**src/hw/rtl/mps_pkg.sv**
```systemverilog
// ----------------------------------------------------------------------------
// mps_pkg - shared types and constants for the masked pattern scanner
// Register indexes, field widths and the compare configuration bundle.
// ----------------------------------------------------------------------------
`default_nettype none

package mps_pkg;

   // configuration port geometry
   localparam int CSR_IDX_BITS  = 3;
   localparam int CSR_DATA_BITS = 64;

   // register indexes
   localparam logic [CSR_IDX_BITS-1:0] CSR_PATTERN_BYTES  = 3'd0;
   localparam logic [CSR_IDX_BITS-1:0] CSR_CARE_MASK      = 3'd1;
   localparam logic [CSR_IDX_BITS-1:0] CSR_PATTERN_LENGTH = 3'd2;
   localparam logic [CSR_IDX_BITS-1:0] CSR_START_OFFSET   = 3'd3;
   localparam logic [CSR_IDX_BITS-1:0] CSR_FIRST_ONLY     = 3'd4;

   // field widths
   localparam int BYTE_BITS   = 8;
   localparam int LEN_BITS    = 4;
   localparam int FIELD_BITS  = 24;

   // candidate starts sit at even distance from the restart point
   localparam int ALIGN_STEP = 2;
   localparam int ALIGN_MASK = ALIGN_STEP - 1;

   // pattern and per-bit care mask, byte k in bits 8k+7..8k
   typedef struct packed {
      logic [CSR_DATA_BITS-1:0] pattern_bytes;
      logic [CSR_DATA_BITS-1:0] care_mask;
   } cmp_cfg_type;

endpackage

`default_nettype wire

```
**src/hw/rtl/mps_window_match.sv**
```systemverilog
// ----------------------------------------------------------------------------
// mps_window_match - masked compare of the byte window against the pattern
// Pattern byte k is compared with the byte that arrived (length-1-k) beats
// ago; only bits under the care mask take part.
// ----------------------------------------------------------------------------
`default_nettype none

module mps_window_match
   import mps_pkg::*;
#(
   parameter int MAX_PATTERN = 8
) (
   input  wire logic [MAX_PATTERN*BYTE_BITS-1:0] window,
   input  wire cmp_cfg_type                      cmp_cfg,
   input  wire logic [LEN_BITS-1:0]              active_length,
   output logic                                  window_hit
);

   // pick the aged byte for each pattern slot and check it under the mask
   always_comb begin
      logic [BYTE_BITS-1:0] got;
      window_hit = 1'b1;
      for (int k = 0; k < MAX_PATTERN; k++) begin
         got = '0;
         for (int a = 0; a < MAX_PATTERN; a++) begin
            if (a == int'(active_length) - 1 - k) begin
               got = window[BYTE_BITS*a +: BYTE_BITS];
            end
         end
         if (k < int'(active_length)) begin
            if (((got ^ cmp_cfg.pattern_bytes[BYTE_BITS*k +: BYTE_BITS])
                 & cmp_cfg.care_mask[BYTE_BITS*k +: BYTE_BITS]) != '0) begin
               window_hit = 1'b0;
            end
         end
      end
   end

endmodule

`default_nettype wire

```
**src/hw/rtl/masked_pattern_scanner_unit.sv**
```systemverilog
// ----------------------------------------------------------------------------
// masked_pattern_scanner_unit - masked byte pattern search over an image
// Scans a byte stream for a masked pattern and reports match offsets.
// ----------------------------------------------------------------------------
// Usage:
//   req_ channel: one image byte per beat, req_last_byte on the final byte.
//   rsp_ channel: one beat per reported match (rsp_end_of_scan = 0), and a
//   closing beat after the final byte (rsp_end_of_scan = 1, offset 0) that
//   carries the match count. Bytes that produce nothing give no rsp_ beat.
//   csr_ port: write pattern, care mask, length, start offset and first-only
//   while the block is idle; there is no read-back.
// Timing:
//   One byte is taken every cycle while req_ready is high. A result appears in
//   the output register in the cycle after the byte that causes it; that register
//   is the only stage. The window compare, candidate checks and counter update
//   all settle between the input handshake and this register.
// Stall and reset:
//   While a result waits and rsp_ready is low, req_ready drops; a byte is
//   still taken in the cycle the waiting result is taken. Reset clears the
//   scan state and loads the register reset values; no clearing pass.
// ----------------------------------------------------------------------------
`default_nettype none

module masked_pattern_scanner_unit
   import mps_pkg::*;
#(
   parameter int MAX_PATTERN = 8,
   parameter int OFFSET_BITS = 24
) (
   input  wire logic                      clock,
   input  wire logic                      reset,
   // image byte channel
   input  wire logic                      req_valid,
   output logic                           req_ready,
   input  wire logic [BYTE_BITS-1:0]      req_data_byte,
   input  wire logic                      req_last_byte,
   // result channel
   output logic                           rsp_valid,
   input  wire logic                      rsp_ready,
   output logic [FIELD_BITS-1:0]          rsp_match_offset,
   output logic                           rsp_end_of_scan,
   output logic [FIELD_BITS-1:0]          rsp_match_count,
   // configuration port
   input  wire logic                      csr_write_enable,
   input  wire logic [CSR_IDX_BITS-1:0]   csr_index,
   input  wire logic [CSR_DATA_BITS-1:0]  csr_write_data
);

   localparam int WIN_BITS = MAX_PATTERN * BYTE_BITS;

   // configuration registers
   logic [CSR_DATA_BITS-1:0] pattern_bytes_ff;
   logic [CSR_DATA_BITS-1:0] care_mask_ff;
   logic [LEN_BITS-1:0]      pattern_length_ff;
   logic [FIELD_BITS-1:0]    start_offset_ff;
   logic                     first_only_ff;

   // scan state
   logic [WIN_BITS-1:0]      window_ff,         window_in;
   logic [OFFSET_BITS-1:0]   byte_position_ff,  byte_position_in;
   logic [OFFSET_BITS-1:0]   next_candidate_ff, next_candidate_in;
   logic [FIELD_BITS-1:0]    found_total_ff,    found_total_in;
   logic                     scan_stopped_ff,   scan_stopped_in;

   // result register
   logic                     rsp_valid_ff,      rsp_valid_in;
   logic [FIELD_BITS-1:0]    rsp_offset_ff,     rsp_offset_in;
   logic                     rsp_end_ff,        rsp_end_in;
   logic [FIELD_BITS-1:0]    rsp_count_ff,      rsp_count_in;

   logic                     req_accept;
   logic [WIN_BITS-1:0]      window_shifted;
   logic [LEN_BITS-1:0]      active_length;
   logic [OFFSET_BITS-1:0]   length_ext;
   logic [OFFSET_BITS-1:0]   cand_start;
   logic                     window_hit;
   logic                     cand_hit;
   logic                     match_report;
   logic [FIELD_BITS-1:0]    found_bumped;
   cmp_cfg_type              cmp_cfg;

   // handshake: the output register parts the two sides
   assign req_ready  = !rsp_valid_ff || rsp_ready;
   assign req_accept = req_valid && req_ready;

   // configuration writes
   always_ff @(posedge clock) begin
      if (reset) begin
         pattern_bytes_ff  <= '0;
         care_mask_ff      <= '1;
         pattern_length_ff <= LEN_BITS'(8);
         start_offset_ff   <= '0;
         first_only_ff     <= 1'b0;
      end else if (csr_write_enable) begin
         unique case (csr_index)
            CSR_PATTERN_BYTES:  pattern_bytes_ff  <= csr_write_data;
            CSR_CARE_MASK:      care_mask_ff      <= csr_write_data;
            CSR_PATTERN_LENGTH: pattern_length_ff <= csr_write_data[LEN_BITS-1:0];
            CSR_START_OFFSET:   start_offset_ff   <= csr_write_data[FIELD_BITS-1:0];
            CSR_FIRST_ONLY:     first_only_ff     <= csr_write_data[0];
            default: ;
         endcase
      end
   end

   // clamp the pattern length to 1..MAX_PATTERN
   always_comb begin
      priority if (pattern_length_ff == '0) begin
         active_length = LEN_BITS'(1);
      end else if (pattern_length_ff > LEN_BITS'(MAX_PATTERN)) begin
         active_length = LEN_BITS'(MAX_PATTERN);
      end else begin
         active_length = pattern_length_ff;
      end
   end

   // shift the new byte in at age zero
   always_comb begin
      window_shifted[BYTE_BITS-1:0] = req_data_byte;
      for (int a = 1; a < MAX_PATTERN; a++) begin
         window_shifted[BYTE_BITS*a +: BYTE_BITS] = window_ff[BYTE_BITS*(a-1) +: BYTE_BITS];
      end
   end

   assign cmp_cfg.pattern_bytes = pattern_bytes_ff;
   assign cmp_cfg.care_mask     = care_mask_ff;

   mps_window_match #(
      .MAX_PATTERN (MAX_PATTERN)
   ) u_match (
      .window        (window_shifted),
      .cmp_cfg       (cmp_cfg),
      .active_length (active_length),
      .window_hit    (window_hit)
   );

   // candidate start and its qualification
   assign length_ext = OFFSET_BITS'(active_length);
   assign cand_start = byte_position_ff - (length_ext - OFFSET_BITS'(1));

   assign cand_hit = !req_last_byte && !scan_stopped_ff
                  && (byte_position_ff >= length_ext - OFFSET_BITS'(1))
                  && (cand_start >= next_candidate_ff)
                  && (((cand_start ^ next_candidate_ff) & OFFSET_BITS'(ALIGN_MASK)) == '0)
                  && window_hit;
   assign match_report = cand_hit && (cand_start != '0);

   // saturating match count
   assign found_bumped = (found_total_ff == '1) ? found_total_ff
                                                : found_total_ff + FIELD_BITS'(1);

   // next scan state
   always_comb begin
      window_in         = window_ff;
      byte_position_in  = byte_position_ff;
      next_candidate_in = next_candidate_ff;
      found_total_in    = found_total_ff;
      scan_stopped_in   = scan_stopped_ff;

      // start offset takes effect at once before the first byte of an image
      if (csr_write_enable && csr_index == CSR_START_OFFSET && byte_position_ff == '0) begin
         next_candidate_in = OFFSET_BITS'(csr_write_data[FIELD_BITS-1:0]);
      end

      if (req_accept) begin
         if (req_last_byte) begin
            // restart for the next image
            window_in         = '0;
            byte_position_in  = '0;
            next_candidate_in = OFFSET_BITS'(start_offset_ff);
            found_total_in    = '0;
            scan_stopped_in   = 1'b0;
         end else begin
            window_in        = window_shifted;
            byte_position_in = byte_position_ff + OFFSET_BITS'(1);
            if (cand_hit) begin
               next_candidate_in = cand_start + length_ext;
            end
            if (match_report) begin
               found_total_in = found_bumped;
               if (first_only_ff) begin
                  scan_stopped_in = 1'b1;
               end
            end
         end
      end
   end

   // next result register
   always_comb begin
      rsp_valid_in  = rsp_valid_ff && !rsp_ready;
      rsp_offset_in = rsp_offset_ff;
      rsp_end_in    = rsp_end_ff;
      rsp_count_in  = rsp_count_ff;
      if (req_accept) begin
         if (req_last_byte) begin
            rsp_valid_in  = 1'b1;
            rsp_offset_in = '0;
            rsp_end_in    = 1'b1;
            rsp_count_in  = found_total_ff;
         end else if (match_report) begin
            rsp_valid_in  = 1'b1;
            rsp_offset_in = FIELD_BITS'(cand_start);
            rsp_end_in    = 1'b0;
            rsp_count_in  = found_bumped;
         end
      end
   end

   // control registers
   always_ff @(posedge clock) begin
      if (reset) begin
         byte_position_ff  <= '0;
         next_candidate_ff <= '0;
         found_total_ff    <= '0;
         scan_stopped_ff   <= 1'b0;
         rsp_valid_ff      <= 1'b0;
         window_ff         <= '0;
      end else begin
         byte_position_ff  <= byte_position_in;
         next_candidate_ff <= next_candidate_in;
         found_total_ff    <= found_total_in;
         scan_stopped_ff   <= scan_stopped_in;
         rsp_valid_ff      <= rsp_valid_in;
         window_ff         <= window_in;
      end
   end

   // payload registers
   always_ff @(posedge clock) begin
      rsp_offset_ff <= rsp_offset_in;
      rsp_end_ff    <= rsp_end_in;
      rsp_count_ff  <= rsp_count_in;
   end

   assign rsp_valid        = rsp_valid_ff;
   assign rsp_match_offset = rsp_offset_ff;
   assign rsp_end_of_scan  = rsp_end_ff;
   assign rsp_match_count  = rsp_count_ff;

`ifndef ASSERT_OFF
   // a closing beat restarts the image at position zero
   a_restart_position: assert property (@(posedge clock) disable iff (reset)
      req_accept && req_last_byte |=> byte_position_ff == '0)
      else $error("position not cleared after closing beat");

   // a match beat always carries a nonzero count and offset
   a_match_counted: assert property (@(posedge clock) disable iff (reset)
      rsp_valid_ff && !rsp_end_ff |-> rsp_count_ff != '0 && rsp_offset_ff != '0)
      else $error("match beat with zero count or offset");

   // the closing beat has offset zero
   a_closing_offset: assert property (@(posedge clock) disable iff (reset)
      rsp_valid_ff && rsp_end_ff |-> rsp_offset_ff == '0)
      else $error("closing beat with nonzero offset");

   // a stopped scan reports nothing more
   a_stopped_quiet: assert property (@(posedge clock) disable iff (reset)
      scan_stopped_ff |-> !match_report)
      else $error("match reported after scan stopped");
`endif

endmodule

`default_nettype wire

```
**config.mk**
```make
export PLATFORM = sky130hd
export DESIGN_NAME = masked_pattern_scanner_unit
export DESIGN_NICKNAME = d
export VERILOG_FILES = /design/src/hw/rtl/mps_pkg.sv /design/src/hw/rtl/mps_window_match.sv /design/src/hw/rtl/masked_pattern_scanner_unit.sv
export SDC_FILE = /design/constraint.sdc
export NUM_CORES = 1
export LEC_CHECK = 0
export BUFFER_PORTS_ARGS = -buffer_cell sky130_fd_sc_hd__buf_2
export CAP_MARGIN = 20
export CORE_ASPECT_RATIO = 1.1
export CORE_MARGIN = 5
export CORE_UTILIZATION = 50
export CTS_CLUSTER_SIZE = 14
export DETAILED_ROUTE_END_ITERATION = 7
export PLACE_DENSITY = 0.74
export SLEW_MARGIN = 15
export SYNTH_ARGS = -nofsm -noshare
export SYNTH_HDL_FRONTEND = slang
export SYNTH_SLANG_ARGS = --single-unit
export TNS_END_PERCENT = 5
```
**constraint.sdc**
```tcl
create_clock -name clock -period 9.3 [get_ports clock]
set_clock_uncertainty 0.1 [all_clocks]
set_input_delay 0.93 -clock clock [delete_from_list [all_inputs] [get_ports clock]]
set_output_delay 0.93 -clock clock [all_outputs]
set_load 0.1 [all_outputs]
```
==> Word-level counts from Yosys, hierarchy flattened <==
Index checks and enable logic that the tools add are counted.
{ "totals": {"word_cells": 261, "regBits": 336, "output_inout_bits": 51, "inputBits": 81} }
{ "op_classes": {"reduce_logical": 45, "bitwise": 17, "eq_ne": 61, "order_cmp": 11, "add_sub_neg": 13, "mux": 100} }
{ "op_table": {"columns": ["op", "count"], "rows": [
  ["equality test 4 x 32 -> 1 bit, first input constant", 32],
  ["equality test 3 x 32 -> 1 bit, first input constant", 16],
  ["2-to-1 mux 8 bit", 64],
  ["equality test 2 x 32 -> 1 bit, first input constant", 8],
  ["logical NOT 32 bit", 8],
  ["2-to-1 mux 24 bit", 10],
  ["subtractor 32 x 4 -> 32 bit, second input constant", 4],
  ["AND 8 bit", 8],
  ["nonzero test 8 bit", 8],
  ["subtractor 32 x 3 -> 32 bit, second input constant", 2],
  ["bitwise XOR 8 bit", 8],
  ["2-to-1 mux 56 bit", 1],
  ["adder 24 x 1 -> 24 bit, second input constant", 2],
  [">= comparator 24 bit", 2],
  ["logical NOT 24 bit", 2],
  ["subtractor 32 x 2 -> 32 bit, second input constant", 1],
  ["adder 24 x 4 -> 24 bit", 1],
  ["equality test 24 bit, second input constant", 1],
  ["nonzero test 24 bit", 1],
  ["subtractor 24 bit", 1],
  ["2-to-1 mux 1 bit", 23],
  ["< comparator 3 x 4 -> 1 bit, first input constant", 4],
  ["AND reduction 2 bit", 6],
  ["logical AND 1 bit", 10],
  ["15 further kinds", 24]
]} }

==> Logic depth before layout (Yosys ltp) <==
{ "depth": {"word_depth": 37, "mapped_depth": 29, "depth_no_buf": 25} }

==> Hierarchy <==
Synthesis repeated with hierarchy kept, for this count alone.
{ "hier_totals": {"cells_unflattened": 3159, "area_unflattened_um2": 23684.0} }
{ "by_module_without_submodules": {"columns": ["module", "instances", "cells_each", "seq_area_each_um2", "area_per_inst_um2"], "rows": [
  ["masked_pattern_scanner_unit", 1, 1971, 7216.9, 16215.6],
  ["mps_window_match", 1, 1188, 0.0, 7468.4]
]} }

==> Worst setup path after synthesis <==
OpenSTA, ideal clock, no wires.
{ "synth_path": {"kind": "flip-flop to flip-flop", "from": "register pattern_length_ff[3]", "to": "register rsp_end_ff, in the netlist rsp_end_of_scan, enable pin", "n_path_buf": 4, "path_stages_with_launch": 27, "arrival_time_ps": 8914, "slack_ps": -237, "synth_period_minus_slack_ps": 9537, "setup_time_ps": 523, "required_time_ps": 8677, "path_cell_list": "dfxtp_1 -> buf_2 -> clkbuf_1 -> clkbuf_1 -> nor2_1 -> ha_1 -> fa_1 -> nor2b_1 -> a211oi_1 -> o211a_1 -> a31oi_1 -> mux2_2 -> nor2_1 -> inv_1 -> ha_1 -> a21o_1 -> a21o_1 -> a211oi_1 -> o31ai_1 -> and3_1 -> a2111oi_0 -> a2111oi_0 -> and4b_1 -> nand3_2 -> nand2b_4 -> buf_2 -> o21ai_0"} }
{ "synth_between": {"word_cells_on_any_way": 202, "classes_between": "add/sub (10); order compare (11); eq/ne (56); mux (82); bitwise (17); reduce/logical (26)"} }
{ "synth_lines": {"columns": ["element", "line_no", "source"], "rows": [
  ["from (decl)", "masked_pattern_scanner_unit.sv:54", "logic [LEN_BITS-1:0] pattern_length_ff;"],
  ["from (signal assigned)", "masked_pattern_scanner_unit.sv:98", "CSR_PATTERN_LENGTH: pattern_length_ff <= csr_write_data[LEN_BITS-1:0];"],
  ["> comparator 4 bit", "masked_pattern_scanner_unit.sv:110", "end else if (pattern_length_ff > LEN_BITS'(MAX_PATTERN)) begin"],
  ["2-to-1 mux 4 bit", "masked_pattern_scanner_unit.sv:110", null],
  ["2-to-1 mux 4 bit *", "masked_pattern_scanner_unit.sv:108", "priority if (pattern_length_ff == '0) begin"],
  ["subtractor 4 x 1 -> 5 bit *", "masked_pattern_scanner_unit.sv:139", "assign cand_start = byte_position_ff - (length_ext - OFFSET_BITS'(1));"],
  ["subtractor 24 bit *", "masked_pattern_scanner_unit.sv:139", null],
  ["via cand_start[10]", "masked_pattern_scanner_unit.sv:75", "logic [OFFSET_BITS-1:0] cand_start;"],
  [">= comparator 24 bit", "masked_pattern_scanner_unit.sv:143", "&& (cand_start >= next_candidate_ff)"],
  ["logical AND 1 bit", "masked_pattern_scanner_unit.sv:143", null],
  ["logical AND 1 bit", "masked_pattern_scanner_unit.sv:144", "&& (((cand_start ^ next_candidate_ff) & OFFSET_BITS'(ALIGN_MASK)) == '0)"],
  ["logical AND 1 bit", "masked_pattern_scanner_unit.sv:145", "&& window_hit;"],
  ["logical AND 1 bit *", "masked_pattern_scanner_unit.sv:146", "assign match_report = cand_hit && (cand_start != '0);"],
  ["nonzero test 2 bit (no line) *", null, null],
  ["AND reduction 2 bit (no line) *", null, null],
  ["to (signal assigned)", "masked_pattern_scanner_unit.sv:232", "rsp_end_ff <= rsp_end_in;"],
  ["to (decl)", "masked_pattern_scanner_unit.sv:68", "logic rsp_end_ff, rsp_end_in;"]
]} }
The timed path passes the listed nets; every way through them passes the cells marked *.
A chain may end at the register's enable or synchronous reset.

==> Worst setup path in the final report <==
{ "layout_path": {"from": "register pattern_length_ff[2]", "to": "register found_total_ff[14]"} }
{ "layout_between": {"word_cells_on_any_way": 202, "classes_between": "add/sub (10); order compare (11); eq/ne (56); mux (82); bitwise (17); reduce/logical (26)"} }
{ "layout_lines": {"columns": ["element", "line_no", "source"], "rows": [
  ["> comparator 4 bit", "masked_pattern_scanner_unit.sv:110", null],
  ["2-to-1 mux 4 bit", "masked_pattern_scanner_unit.sv:110", null],
  ["2-to-1 mux 4 bit *", "masked_pattern_scanner_unit.sv:108", null],
  ["subtractor 4 x 1 -> 5 bit *", "masked_pattern_scanner_unit.sv:139", null],
  ["subtractor 24 bit *", "masked_pattern_scanner_unit.sv:139", null],
  ["via cand_start[22]", "masked_pattern_scanner_unit.sv:75", null],
  [">= comparator 24 bit", "masked_pattern_scanner_unit.sv:143", null],
  ["logical AND 1 bit", "masked_pattern_scanner_unit.sv:143", null],
  ["logical AND 1 bit", "masked_pattern_scanner_unit.sv:144", null],
  ["logical AND 1 bit", "masked_pattern_scanner_unit.sv:145", null],
  ["logical AND 1 bit *", "masked_pattern_scanner_unit.sv:146", null],
  ["nonzero test 2 bit (no line) *", null, null],
  ["AND reduction 2 bit (no line) *", null, null],
  ["to (signal assigned)", "masked_pattern_scanner_unit.sv:222", "found_total_ff <= found_total_in;"],
  ["to (decl)", "masked_pattern_scanner_unit.sv:62", "logic [FIELD_BITS-1:0] found_total_ff, found_total_in;"]
]} }
Marks and branches as above.

==> results.cfg <==
[outcome]
status = finished with violations
violations = design-rule violations

[floorplan]
floorplan.die_area_sq_um = 50400
std_cell_rows = 82
core_sq_um = 45600
initial_core_util_pct = 50.5
fp.dieW_um = 214
die_y_um = 235
num_io_pins = 132

[final_layout]
fin_util_pct = 54.9
antennaDiodeCount = 0
area_growth_pct = 8.86
layout-drive-gt1-share_pct = 9.95
finish.instance_area_sq_um = 25000
nets = 3170

[detailed_routing]
wl_per_cell_um = 24.7
drt_wl_total_um = 90100
dr.pass1.iters = 8
vias = 23822
viasPerCell = 6.54
drc = 1
ant_nets = 0
drt_iter0_markers = 3002

[yosys]
synth.avg_cell_area_sq_um = 7.56
yosysUniqueCellTypes = 123
yosys.area.top_type_share_pct = 25.0
async_flop_share_pct = 0
synth_top_cells_by_area = dfxtp_1, nand2_1, edfxtp_1, a21oi_1, ha_1
synth_most_common_cell = nand2_1
yosysSeqAreaShare_pct = 31.4
ys_warn_count = 0
dominantRegCellSynth = dfxtp_1
yosys_register_bits = 336
synth_edf_count = 49
syn-cell-area_sq_um = 23000
netlist_instances = 3040
yosys-top-cells-count = nand2_1, dfxtp_1, a21oi_1, nor2_1, clkbuf_1
synth_top_cell_by_area = dfxtp_1

[pwr]
power.share.combinational_pct = 15.8
seq_power_share_pct = 42.1
peakVddDrop_mv = 0.121
switchingPower_uw = 1100
power_uw = 3670
sw_frac_of_total_pct = 29.9
power_density_nw_per_um2 = 147
clkPwrFrac_pct = 42.1
power.internal_uw = 2570
power_leakage_uw = 0.00953

[critical_path]
worstPathArrival_ns = 8.62
cp.required_ns = 9.66
rrSetupSlack_ns = 1.04
path_class = flip-flop to flip-flop
crit_fanout = 38
start_kind = flip-flop
endpoint_kind = flip-flop

[placed_design]
portBuffers = 131
place_congestion = 1.02
dpl.hpwl_um = 64300
postPlaceCellArea_sq_um = 23800

[clock_tree]
cts_setup_buffers = 0
cts_tree = built
ctsHoldBuffers = 0
cts_inserted_buffers = 39
cts.htree.levels = 2
clock-sinks = 336
clkSlewWorstSetupHoldPaths_ns = 0.06
root_buffer = clkbuf_16
clk_latency_ns = 0.58
cts_resized = 0
clock_path_buffers = 3

[sta]
slew_headroom_pct = 11.6
finalSetupViolCount = 0
slew_viol_final = 0
tightest_slew_ns = 1.33
hold_viol = 0
fmax_mhz = 121
rsz0062_at_grt = no
whs_ns = 0.357
finalCritPeriodShare_pct = 88.8
finalCriticalPeriod_ns = 8.26
finalSetupTns_ns = 0

[grt]
antenna_found_initial = 6
overflow = 0
grt_max_degree = 95
grt_pass1_wl_um = 137000
first_global_vias = 22530
grt_usage_pct = 34.0

[flow_run]
drv_cap = 0

[worst_hold_path]
worst_hold_path_type = flip-flop to flip-flop
[layer usage]
| metal | GRT usage [%] | vias up | wire (um) |
|---|---|---|---|
| met3 | 6.50 | 290 | 8390 |
| met4 | 14.5 | 12 | 4740 |
| met1 | 45.0 | 11416 | 36100 |
| li1 | - | 10879 | - |
| met5 | 0 | - | 77 |
| met2 | 54.5 | 1225 | 40800 |
[cells by family (layout without fill, tap and decap cells)]
kind of cell,count (synthesis),in the layout,synth area share [%]
simple gates,1281,1281,26.6
other cells,1,20,0.0163
buf+inv,335,331,6.00
mux,54,54,2.51
xor+xnor,118,118,4.70
flops,336,336,31.4
compound gates,849,849,25.2
fa+ha+maj,66,66,3.62
[cells in the final DEF (no fill, tap or decap), types with 11 or more instances in the layout]
| cell | instances |
|---|---|
| nand2_1 | 620 |
| a31oi_1 | 23 |
| o22ai_1 | 18 |
| dfxtp_1 | 287 |
| nor2b_1 | 49 |
| edfxtp_1 | 49 |
| o311ai_0 | 14 |
| o31ai_1 | 19 |
| buf_4 | 34 |
| xor2_1 | 61 |
| a21oi_1 | 268 |
| mux2i_1 | 42 |
| a22oi_1 | 34 |
| ha_1 | 60 |
| o211ai_1 | 30 |
| nand3b_1 | 80 |
| nand3_1 | 69 |
| nor3_1 | 63 |
| o21a_1 | 19 |
| a221oi_1 | 43 |
| buf_2 | 130 |
| conb_1 | 20 |
| and2_1 | 19 |
| o21ai_0 | 127 |
| nor4_1 | 19 |
| inv_1 | 89 |
| xnor2_1 | 53 |
| or3_1 | 11 |
| and3_1 | 32 |
| a21o_1 | 22 |
| nand2b_1 | 34 |
| nor2_1 | 176 |
| a2111oi_0 | 18 |
| a311oi_1 | 11 |
| clkbuf_16 | 41 |
| a221o_1 | 19 |
| nand4_1 | 38 |
| a211oi_1 | 37 |
| a211o_1 | 13 |
| nor3b_1 | 16 |
[flip-flops by register name, indices dropped and copies added, names as in the netlist, 4 cells and up]
register	cells
rsp_match_count	24
next_candidate_ff	24
start_offset_ff	24
pattern_bytes_ff	64
care_mask_ff	64
byte_position_ff	24
found_total_ff	24
pattern_length_ff	4
window_ff	56
rsp_match_offset	24
[path summary, 6_finish.rpt]
check / from / end / depth (start not counted)
setup / recovery: pattern_length_ff[2] / found_total_ff[14] / 24
hold / removal: start_offset_ff[22] / start_offset_ff[22] / 2
setup reg to reg: pattern_length_ff[2] / found_total_ff[14] / 24
hold reg to reg: start_offset_ff[22] / start_offset_ff[22] / 2
[metrics by stage]
step                setup slack [ns]  cells
floorplan                       1.09   3059
global placement                1.58   3569
detailed placement              1.19   3570
CTS                             1.19   3642
global route                   0.621   3643
finish                          1.04   3643
[area by class of cell]
type                    count  area, sq um
fillers                  4360        20500
clock buffers              53         1090
clock inverters            19          171
multi-input cells        2388        14500
repair buffers            165          921
flip-flops and latches    336         7220
well taps                 588          736
inverters                  94          358
[power by group through the flow]
stage / Sequential [uW] / Combinational (uW) / Clock, uW
finish: 1540 / 580 / 1540
global route: 1550 / 617 / 1620
CTS: 1540 / 568 / 1560
detailed placement: 1570 / 565 / 0
global placement: 1570 / 561 / 0
floorplan: 1630 / 318 / 0
[worst max-delay path: stages (launching register included)]
cell	delay, ns
dfxtp_1	0.49
o21ba_2	0.36
nor2_1	0.51
inv_1	0.29
ha_1	0.48
xnor2_4	0.69
inv_2	0.29
o221a_2	0.35
o211ai_2	0.34
a41oi_2	0.27
a31oi_1	0.26
xor2_1	0.47
ha_1	0.36
nand4_1	0.10
nor2_1	0.07
and3_1	0.17
a2111oi_0	0.84
a2111oi_0	0.20
and4b_1	0.25
nand3_2	0.08
buf_4	0.39
nor3_2	0.09
buf_4	0.23
a32o_1	0.24
a31o_1	0.18
No activity file was read; power rests on OpenSTA's default activity.
